`config.mk`:
```
export PLATFORM = sky130hd
export DESIGN_NAME = frame_bitmap_allocator_top
export DESIGN_NICKNAME = d
export VERILOG_FILES = /design/src/hdl/fba_pkg.sv /design/src/hdl/fba_ctrl.sv /design/src/hdl/fba_datapath.sv /design/src/hdl/frame_bitmap_allocator_top.sv
export SDC_FILE = /design/constraint.sdc
export NUM_CORES = 2
export LEC_CHECK = 0
export BUFFER_PORTS_ARGS = -buffer_cell sky130_fd_sc_hd__buf_2
export CAP_MARGIN = 20
export CELL_PAD_IN_SITES_DETAIL_PLACEMENT = 1
export CELL_PAD_IN_SITES_GLOBAL_PLACEMENT = 1
export CORE_AREA = 2 2 305 307
export DETAILED_ROUTE_END_ITERATION = 10
export DIE_AREA = 0 0 307 309
export PLACE_DENSITY_LB_ADDON = 0.1
export SYNTH_ARGS = -nofsm -noshare
export SYNTH_HDL_FRONTEND = slang
export SYNTH_SLANG_ARGS = --single-unit
```
`constraint.sdc`:
```
create_clock -name i_clk -period 5.1 [get_ports i_clk]
set_input_delay 0.765 -clock i_clk [delete_from_list [all_inputs] [get_ports i_clk]]
set_output_delay 0.765 -clock i_clk [all_outputs]
set_load 0.01 [all_outputs]
```
`src/hdl/fba_pkg.sv`:
```
`timescale 1ns / 1ps
`default_nettype none

package fba_pkg;

    // fixed field widths
    localparam int CFG_W  = 11;
    localparam int FUNC_W = 2;
    localparam int IDX_W  = 10;
    localparam int OUT_W  = 10;

    // default sizing
    localparam int DEF_MAX_FRAMES = 1024;
    localparam int DEF_WORD_BITS  = 32;

    // frame count after reset
    localparam logic [CFG_W-1:0] FRAME_COUNT_RESET = 11'd1024;

    // operation codes
    localparam logic [FUNC_W-1:0] FUNC_FREE = 2'd0;
    localparam logic [FUNC_W-1:0] FUNC_FIND = 2'd1;
    localparam logic [FUNC_W-1:0] FUNC_MARK = 2'd2;

    // request word
    typedef struct packed {
        logic [FUNC_W-1:0] func;
        logic [IDX_W-1:0]  frame_index;
    } t_req;

    // result word
    typedef struct packed {
        logic             status;
        logic [OUT_W-1:0] frame_out;
        logic             redundant_op;
    } t_rsp;

    // controller states
    typedef enum logic [2:0] {
        ST_CLEAR,
        ST_IDLE,
        ST_NAMED_RD,
        ST_NAMED_WR,
        ST_SCAN
    } t_state;

    // controller to datapath
    typedef struct packed {
        logic clr_step;
        logic load;
        logic named_rd;
        logic named_wr;
        logic scan_step;
        logic rsp_err;
        logic rsp_found;
    } t_cmd;

    // datapath to controller
    typedef struct packed {
        logic clr_last;
        logic named_ok;
        logic scan_found;
        logic scan_fail;
    } t_sts;

endpackage

`default_nettype wire

```
`src/hdl/fba_ctrl.sv`:
```
`timescale 1ns / 1ps
`default_nettype none

module fba_ctrl
    import fba_pkg::*;
(
    input  wire logic              i_clk,
    input  wire logic              i_rst_n,
    input  wire logic              start,
    input  wire logic [FUNC_W-1:0] i_func,
    input  wire t_sts              i_sts,
    output t_cmd                   o_cmd,
    output logic                   busy
);

    t_state r_state;
    t_state n_state;

    // state register
    always_ff @(posedge i_clk) begin
        if (!i_rst_n) begin
            r_state <= ST_CLEAR;
        end else begin
            r_state <= n_state;
        end
    end

    // next state
    always_comb begin
        n_state = r_state;
        case (r_state)
            ST_CLEAR: begin
                if (i_sts.clr_last) n_state = ST_IDLE;
            end
            ST_IDLE: begin
                if (start) begin
                    if (i_func inside {FUNC_FREE, FUNC_MARK}) begin
                        if (i_sts.named_ok) n_state = ST_NAMED_RD;
                    end else if (i_func == FUNC_FIND) begin
                        n_state = ST_SCAN;
                    end
                end
            end
            ST_NAMED_RD: n_state = ST_NAMED_WR;
            ST_NAMED_WR: n_state = ST_IDLE;
            ST_SCAN: begin
                if (i_sts.scan_found || i_sts.scan_fail) n_state = ST_IDLE;
            end
            default: n_state = ST_CLEAR;
        endcase
    end

    // command outputs
    always_comb begin
        o_cmd = '0;
        case (r_state)
            ST_CLEAR: o_cmd.clr_step = 1'b1;
            ST_IDLE: begin
                o_cmd.load = start;
                // unused code or named frame out of range fails at once
                o_cmd.rsp_err = start && ((i_func == FUNC_FIND) ? 1'b0 :
                    !((i_func inside {FUNC_FREE, FUNC_MARK}) && i_sts.named_ok));
            end
            ST_NAMED_RD: o_cmd.named_rd = 1'b1;
            ST_NAMED_WR: o_cmd.named_wr = 1'b1;
            ST_SCAN: begin
                o_cmd.scan_step = 1'b1;
                o_cmd.rsp_found = i_sts.scan_found;
                o_cmd.rsp_err   = i_sts.scan_fail;
            end
            default: o_cmd = '0;
        endcase
    end

    assign busy = (r_state != ST_IDLE);

endmodule

`default_nettype wire

```
`src/hdl/fba_datapath.sv`:
```
`timescale 1ns / 1ps
`default_nettype none

module fba_datapath
    import fba_pkg::*;
#(
    parameter int MAX_FRAMES = DEF_MAX_FRAMES,
    parameter int WORD_BITS  = DEF_WORD_BITS
) (
    input  wire logic             i_clk,
    input  wire logic             i_rst_n,
    input  wire t_req             i_req,
    input  wire t_cmd             i_cmd,
    output t_sts                  o_sts,
    input  wire logic             i_cfg_valid,
    input  wire logic [CFG_W-1:0] i_cfg_data,
    output logic                  o_done,
    output t_rsp                  o_rsp
);

    localparam int NUM_WORDS = (MAX_FRAMES + WORD_BITS - 1) / WORD_BITS;
    localparam int AW        = (NUM_WORDS > 1) ? $clog2(NUM_WORDS) : 1;
    localparam int BW        = $clog2(WORD_BITS);
    localparam int SPAN_W    = $clog2((NUM_WORDS + 2) * WORD_BITS);
    localparam int CMP_W     = ((SPAN_W > CFG_W) ? SPAN_W : CFG_W) + 1;
    // exact reciprocal for frame_index / WORD_BITS over the index range
    localparam int DIV_SH    = IDX_W + $clog2(WORD_BITS);
    localparam int RECIP     = ((1 << DIV_SH) + WORD_BITS - 1) / WORD_BITS;
    localparam int RECIP_W   = IDX_W + 1;
    localparam int PROD_W    = IDX_W + RECIP_W;

    logic [WORD_BITS-1:0] r_mem [NUM_WORDS];
    logic [WORD_BITS-1:0] r_rd_data;

    logic [CFG_W-1:0]  r_frame_count;
    logic [AW-1:0]     r_clr_addr;
    logic [FUNC_W-1:0] r_func;
    logic [IDX_W-1:0]  r_idx;
    logic [PROD_W-1:0] r_prod;
    logic [AW-1:0]     r_q;
    logic [BW-1:0]     r_bit;
    logic [AW-1:0]     r_scan_addr;
    logic [CMP_W-1:0]  r_scan_base;
    logic [AW-1:0]     r_chk_addr;
    logic [CMP_W-1:0]  r_chk_base;
    logic              r_chk_valid;
    logic              r_done;
    t_rsp              r_rsp;

    logic [CMP_W-1:0]     cnt_ext;
    logic [CMP_W-1:0]     n_active;
    logic [PROD_W-1:0]    q_full;
    logic [PROD_W-1:0]    rem;
    logic [BW-1:0]        first_zero;
    logic                 any_zero;
    logic [CMP_W-1:0]     cand;
    logic [CMP_W-1:0]     next_base;
    logic                 cand_ok;
    logic [WORD_BITS-1:0] named_mask;
    logic                 want;
    logic                 old_bit;
    logic                 mem_we;
    logic [AW-1:0]        mem_wa;
    logic [WORD_BITS-1:0] mem_wd;
    logic                 mem_re;
    logic [AW-1:0]        mem_ra;

    // active frame count, capped at capacity
    always_comb begin
        cnt_ext  = CMP_W'(r_frame_count);
        n_active = (cnt_ext > CMP_W'(MAX_FRAMES)) ? CMP_W'(MAX_FRAMES) : cnt_ext;
    end

    // config register
    always_ff @(posedge i_clk) begin
        if (!i_rst_n) begin
            r_frame_count <= FRAME_COUNT_RESET;
        end else if (i_cfg_valid) begin
            r_frame_count <= i_cfg_data;
        end
    end

    // word address and bit offset of the named frame
    always_comb begin
        q_full = r_prod >> DIV_SH;
        rem    = PROD_W'(r_idx) - PROD_W'(q_full * WORD_BITS);
    end

    // lowest zero bit of the word under check
    always_comb begin
        first_zero = '0;
        for (int i = WORD_BITS - 1; i >= 0; i--) begin
            if (!r_rd_data[i]) first_zero = BW'(i);
        end
        any_zero  = ~&r_rd_data;
        cand      = r_chk_base + CMP_W'(first_zero);
        next_base = r_chk_base + CMP_W'(WORD_BITS);
        cand_ok   = cand < n_active;
    end

    // named frame update
    always_comb begin
        named_mask = {{(WORD_BITS-1){1'b0}}, 1'b1} << r_bit;
        want       = (r_func == FUNC_MARK);
        old_bit    = r_rd_data[r_bit];
    end

    // status to controller
    always_comb begin
        o_sts.clr_last   = (r_clr_addr == AW'(NUM_WORDS - 1));
        o_sts.named_ok   = CMP_W'(i_req.frame_index) < n_active;
        o_sts.scan_found = r_chk_valid && any_zero && cand_ok;
        o_sts.scan_fail  = r_chk_valid &&
            ((any_zero && !cand_ok) || (!any_zero && (next_base >= n_active)));
    end

    // memory port selection
    always_comb begin
        mem_we = 1'b0;
        mem_wa = r_clr_addr;
        mem_wd = '0;
        mem_re = 1'b0;
        mem_ra = r_scan_addr;
        if (i_cmd.clr_step) begin
            mem_we = 1'b1;
        end else if (i_cmd.named_wr) begin
            mem_we = 1'b1;
            mem_wa = r_q;
            mem_wd = want ? (r_rd_data | named_mask) : (r_rd_data & ~named_mask);
        end else if (i_cmd.rsp_found) begin
            mem_we = 1'b1;
            mem_wa = r_chk_addr;
            mem_wd = r_rd_data | ({{(WORD_BITS-1){1'b0}}, 1'b1} << first_zero);
        end
        if (i_cmd.named_rd) begin
            mem_re = 1'b1;
            mem_ra = AW'(q_full);
        end else if (i_cmd.scan_step) begin
            mem_re = (CMP_W'(r_scan_addr) < CMP_W'(NUM_WORDS));
        end
    end

    // bitmap memory
    always_ff @(posedge i_clk) begin
        if (mem_we) r_mem[mem_wa] <= mem_wd;
        if (mem_re) r_rd_data <= r_mem[mem_ra];
    end

    // clearing pass address
    always_ff @(posedge i_clk) begin
        if (!i_rst_n) begin
            r_clr_addr <= '0;
        end else if (i_cmd.clr_step) begin
            r_clr_addr <= r_clr_addr + AW'(1);
        end
    end

    // request capture and named frame address
    always_ff @(posedge i_clk) begin
        if (i_cmd.load) begin
            r_func <= i_req.func;
            r_idx  <= i_req.frame_index;
            r_prod <= PROD_W'(i_req.frame_index) * PROD_W'(RECIP);
        end
        if (i_cmd.named_rd) begin
            r_q   <= AW'(q_full);
            r_bit <= BW'(rem);
        end
    end

    // scan pipeline: read one word ahead of the check
    always_ff @(posedge i_clk) begin
        if (!i_rst_n) begin
            r_chk_valid <= 1'b0;
        end else if (i_cmd.load) begin
            r_chk_valid <= 1'b0;
        end else if (i_cmd.scan_step) begin
            r_chk_valid <= 1'b1;
        end
    end

    always_ff @(posedge i_clk) begin
        if (i_cmd.load) begin
            r_scan_addr <= '0;
            r_scan_base <= '0;
        end else if (i_cmd.scan_step) begin
            r_scan_addr <= r_scan_addr + AW'(1);
            r_scan_base <= r_scan_base + CMP_W'(WORD_BITS);
            r_chk_addr  <= r_scan_addr;
            r_chk_base  <= r_scan_base;
        end
    end

    // result strobe
    always_ff @(posedge i_clk) begin
        if (!i_rst_n) begin
            r_done <= 1'b0;
        end else begin
            r_done <= i_cmd.rsp_err || i_cmd.named_wr || i_cmd.rsp_found;
        end
    end

    // result word
    always_ff @(posedge i_clk) begin
        if (i_cmd.rsp_err) begin
            r_rsp <= '{status: 1'b1, frame_out: '0, redundant_op: 1'b0};
        end else if (i_cmd.named_wr) begin
            r_rsp <= '{status: 1'b0, frame_out: '0, redundant_op: (old_bit == want)};
        end else if (i_cmd.rsp_found) begin
            r_rsp <= '{status: 1'b0, frame_out: OUT_W'(cand), redundant_op: 1'b0};
        end
    end

    assign o_done = r_done;
    assign o_rsp  = r_rsp;

endmodule

`default_nettype wire

```
`src/hdl/frame_bitmap_allocator_top.sv`:
```
// free or mark: result after the named read and named write states; bad frame or
//   unused code: error result registered straight from the idle state
// find: result after a one-word-per-cycle scan over the single memory read port
// a new request is taken in the cycle its predecessor's result shows
// the receiver cannot stall; each result shows for one cycle on o_done
// synchronous reset; then a clearing pass of one word per cycle (32 at defaults)
`timescale 1ns / 1ps
`default_nettype none

module frame_bitmap_allocator_top
    import fba_pkg::*;
#(
    parameter int MAX_FRAMES = DEF_MAX_FRAMES,
    parameter int WORD_BITS  = DEF_WORD_BITS
) (
    input  wire logic             i_clk,
    input  wire logic             i_rst_n,
    input  wire logic             start,
    input  wire t_req             i_req,
    output logic                  busy,
    output logic                  o_done,
    output t_rsp                  o_rsp,
    input  wire logic             i_cfg_valid,
    output logic                  o_cfg_ready,
    input  wire logic [CFG_W-1:0] i_cfg_data
);

    t_cmd cmd;
    t_sts sts;

    // sequencer
    fba_ctrl u_ctrl (
        .i_clk   (i_clk),
        .i_rst_n (i_rst_n),
        .start   (start),
        .i_func  (i_req.func),
        .i_sts   (sts),
        .o_cmd   (cmd),
        .busy    (busy)
    );

    // bitmap, scan and result datapath
    fba_datapath #(
        .MAX_FRAMES (MAX_FRAMES),
        .WORD_BITS  (WORD_BITS)
    ) u_dp (
        .i_clk       (i_clk),
        .i_rst_n     (i_rst_n),
        .i_req       (i_req),
        .i_cmd       (cmd),
        .o_sts       (sts),
        .i_cfg_valid (i_cfg_valid),
        .i_cfg_data  (i_cfg_data),
        .o_done      (o_done),
        .o_rsp       (o_rsp)
    );

    // config writes are always taken
    assign o_cfg_ready = 1'b1;

endmodule

`default_nettype wire

```
==> results.md <==
- The run finished with clean final reports.
- Summed over all nets, the half-perimeter wirelength after detailed placement is 78.22 mm.
- The net total in the final layout is 2,668.
- The area of the placeable core is 0.09139 mm^2.
- The congestion estimate from routability-driven global placement came to 0.8642.
- The worst pin sits at a relative slew slack of 29.65%.
- Detailed routing inserted a total of 24,402 vias.
- The final critical-path share of the clock period is 97.79%.
- The number of endpoints with negative hold slack in the final report is 0.
- Measured along the y axis, the die boundary spans 309 um.
- The count of yosys warnings during synthesis is 0.
- For this run, the total global-route usage over all layers was measured as 26.88%.
- Before CTS, the worst setup slack after placement is 177.7 ps.
- Static timing analysis puts the maximum clock frequency at 200.5 MHz.
- After synthesis, the share of flip-flops with an asynchronous set or reset is 0%.
- Along the worst path, the maximum fanout reaches 32.
- The number of max-slew violations in the final report is 0.
- The transition time at the pin with the least slew margin is 1039 ps.
- The detailed-router iteration count before antenna repair is 5.
- The final hold slack is 290.0 ps.
- TritonCTS built the clock tree.
- The commonest register cell after synthesis is sky130_fd_sc_hd__edfxtp_1.
- The global-route track usage on met1 is 39.49%.
- The maximum number of pins on one net before global-route repair is 87.
- Data on the critical path is required at its endpoint by 5470 ps.
- Counting distinct cell types in the post-synthesis netlist gives 62.
- For the worst flop-to-flop path, the logic depth is 16.
- The category of the worst setup path launch point is a flip-flop.
- The number of buffers created by CTS is 115.
- The maximum level of the CTS H-tree is 3.
- The clock tree root driver cell is sky130_fd_sc_hd__clkbuf_16.
- Total power for the finished layout comes to 19.59 mW.
- The via count normalized by instance count is 6.265.
- Sorting the synthesized cells by area gives the leading types as sky130_fd_sc_hd__edfxtp_1 (72%), sky130_fd_sc_hd__mux4_2 (13%), sky130_fd_sc_hd__nand2_1 (2.3%).
- The layout cell share with drive strength beyond 1 is 26.00%.
- The time the worst path needs with I/O delays and setup is 4987 ps.
- The number of buffers added to fix hold violations after cts is 0.
- The worst register-to-register path ends at u_dp.r_mem[17][26].
- The top-area cell type share of the netlist area is 72.00%.
- The launch instance of the worst register-to-register path is u_dp.r_rd_data[30].
- The area taken by multi-input logic gates is 0.01174 mm^2.
- The remaining routing DRC violations is 0.
- The final standard cell utilization of the core is 57.94%.
- The met2 global-route usage is 42.25%.
- The category of the worst setup path capture point is a flip-flop.
- The largest total area in the synthesized netlist belongs to sky130_fd_sc_hd__edfxtp_1.
- Setup repair after global routing could not meet its margin everywhere.
- The clock-pin slew on the worst setup and hold paths is 70 ps.
- The final-layout fill cell count is 7,844.
- Synthesis produced 2,448 cells.
- By count the netlist is led by sky130_fd_sc_hd__edfxtp_1 (1,090), sky130_fd_sc_hd__nand2_1 (277), sky130_fd_sc_hd__mux4_2 (266), sky130_fd_sc_hd__nand3_1 (96), sky130_fd_sc_hd__clkbuf_1 (84).
- The critical setup path kind is flip-flop to flip-flop.
- The arrival time of data at the critical path endpoint is 5360 ps.
- The worst min-delay path startpoint is i_req[11].
- The worst ir drop on vdd is 0.0003597 V.
- The most used routing layer in global routing is met2.
- The number of antenna violations at the first check in global routing came to 5.
- The buffer levels on the longest clock path is 3.
- The floorplan row count is 111.
- The wire length of the first global-routing pass is 182.7 mm.
- Clock skew on the completed layout was measured at 36.52 ps.
- In this run the remaining antenna-violating nets after routing total 0.
- The number of flops mapped to enable cells by yosys is 1,090.
- The routed design has 125.0 mm of wire.
- For this block, the initial DRC count from the detailed router was 2,355.
- The post-synthesis sequential area ratio is 73.98%.
- The count of max-cap constraint violations is 0.
- The storage element area is 0.03363 mm^2.
- Counting every sink on the clock net gives 1,135.
- The starting utilization of the core area is 49.75%.
- The worst path meets setup with 112.6 ps of slack.
- The number of global-route vias before repair is 25,668.
- The mapped netlist covers 0.04546 mm^2.
- The clock latency of the later-clocked register in the worst-skew pair is 710 ps.
- The number of input and output port buffers inserted is 40.
- In this run the count of I/O pins placed on the die edge is 42.
- In the final routed layout, each cell accounts on average for 32.08 um.
- The die area is 0.09486 mm^2.
- Following the worst setup path forward leads to its endpoint at u_dp.r_mem[17][26].
- Measured along the x axis, the die boundary spans 307 um.
- The path class of the tightest hold or removal check is input pin to flip-flop.
- The critical path starts at u_dp.r_rd_data[30].
- The most frequent cell after synthesis is sky130_fd_sc_hd__edfxtp_1.
- Setup violations remaining at the end of the flow were counted as 0.
- The net count after synthesis is 2,505.
- The register bit count reported by yosys is 1,135.
- The power density over the cells is 370.0 mW/mm^2.
- The number of setup buffers added after CTS is 0.
- Summed over all cells, the static leakage comes to 16.35 nW.
- The met3 usage is 3.946%.
- The global route total overflow is 0.
- The synthesis-to-finish area growth is 16.47%.
- In this run the register-to-register setup slack is 110 ps.
- The synthesized area per cell is 18.57 um^2.
## sequential cells by signal, summed over array words and instances, names as in the netlist
name                flops
u_dp.r_scan_base        7
u_dp.r_q                5
u_dp.r_scan_addr        5
u_dp.r_chk_base         7
u_dp.r_mem           1024
u_dp.r_clr_addr         5
u_dp.o_done             1
u_dp.r_func             2
u_dp.r_bit              5
u_dp.r_frame_count     11
u_dp.r_chk_valid        1
u_dp.r_idx             10
u_dp.o_rsp             12
u_ctrl.r_state          3
u_dp.r_rd_data         32
u_dp.r_chk_addr         5
## area by class of cell
cell class | count | area share [%]
antenna | 1 | 0.004726
tap | 1186 | 2.802
sequential | 1135 | 63.52
clock inverter | 80 | 1.614
clock buffer | 134 | 5.669
inverter | 14 | 0.09924
timing repair buffer | 175 | 4.126
multi-input combinational | 1170 | 22.17
## worst max-delay path, stage by stage, from the launching register on
cell and delay (ps):
sky130_fd_sc_hd__edfxtp_1 410, sky130_fd_sc_hd__nand4_1 210, sky130_fd_sc_hd__nor2b_1 190, sky130_fd_sc_hd__o21ba_2 220, sky130_fd_sc_hd__o21ba_2 180, sky130_fd_sc_hd__o21ai_0 280
sky130_fd_sc_hd__inv_1 130, sky130_fd_sc_hd__ha_1 330, sky130_fd_sc_hd__a21o_1 170, sky130_fd_sc_hd__a21oi_1 170, sky130_fd_sc_hd__o21ai_0 190, sky130_fd_sc_hd__or4_1 700
sky130_fd_sc_hd__nor4b_1 400, sky130_fd_sc_hd__or2_2 220, sky130_fd_sc_hd__nand3_1 340, sky130_fd_sc_hd__nor2_4 250, sky130_fd_sc_hd__buf_12 230
## routing by layer
layer | up-vias | routed length (um) | share of wire [%]
met5 | - | 0 | 0
met4 | 0 | 3695 | 3.0
met3 | 173 | 7543 | 6.0
met2 | 867 | 58790 | 47
met1 | 13086 | 54930 | 44
li1 | 10276 | - | -
## power by group
part / total (mW) / switching [mW] / internal, mW
registers: 10.2 / 0.0342 / 10.2
logic: 0.772 / 0.482 / 0.291
clock network: 8.59 / 3.57 / 5.02
total: 19.6 / 4.09 / 15.5
## how the worst min path moves through the flow
stage	end	cells after the start
after global routing	u_dp.r_func[1]	1
after CTS	u_dp.r_func[1]	1
after global placement	u_dp.r_bit[3]	0
final	u_dp.r_func[1]	1
after detailed placement	u_dp.r_bit[3]	0
after floorplan	u_dp.r_bit[0]	0
## cell usage in the layout, fill, tap and decap left out, types with 13 or more instances in the layout
master                      instances
sky130_fd_sc_hd__edfxtp_1        1090
sky130_fd_sc_hd__a21oi_1           36
sky130_fd_sc_hd__nand4_1           16
sky130_fd_sc_hd__a32oi_1           33
sky130_fd_sc_hd__buf_2             40
sky130_fd_sc_hd__buf_12            77
sky130_fd_sc_hd__and3_1            41
sky130_fd_sc_hd__buf_4             56
sky130_fd_sc_hd__mux4_2           266
sky130_fd_sc_hd__nor2_1            41
sky130_fd_sc_hd__ha_1              30
sky130_fd_sc_hd__clkinv_2          26
sky130_fd_sc_hd__dfxtp_1           45
sky130_fd_sc_hd__nor2b_1           23
sky130_fd_sc_hd__bufinv_16         16
sky130_fd_sc_hd__nand3_1           95
sky130_fd_sc_hd__clkinv_1          22
sky130_fd_sc_hd__nor2_4            33
sky130_fd_sc_hd__mux2i_1           54
sky130_fd_sc_hd__clkbuf_16        117
sky130_fd_sc_hd__o21ai_2           13
sky130_fd_sc_hd__clkbuf_1          16
sky130_fd_sc_hd__inv_1             13
sky130_fd_sc_hd__o21ai_0           35
sky130_fd_sc_hd__nand2_1          277
## metrics by stage
stage | TNS (ps) | std cells | instance area, um^2
floorplan | -179060 | 2448 | 45520
global placement | 0 | 3680 | 49070
detailed placement | 0 | 3680 | 49070
CTS | 0 | 3894 | 52930
global route | -6219 | 3894 | 52950
finish | 0 | 3895 | 52950
## cell families after synthesis
logic type | count (synthesis) | share of synthesized area, %
flip-flops | 1135 | 73.98
buffers and inverters | 143 | 1.269
AND/OR/NAND/NOR | 587 | 5.948
multiplexers | 324 | 14.46
other | 1 | 0.008249
AO/OA/AOI/OAI | 210 | 3.165
XOR/XNOR | 18 | 0.3468
adder cells (fa/ha/maj) | 30 | 0.8257
## repair_timing
item	CTS	global route
setup endpoints to repair	0	609
hold endpoints to repair	0	0
gates resized for setup	0	4
Note: power is estimated with default switching activity, not from simulation.
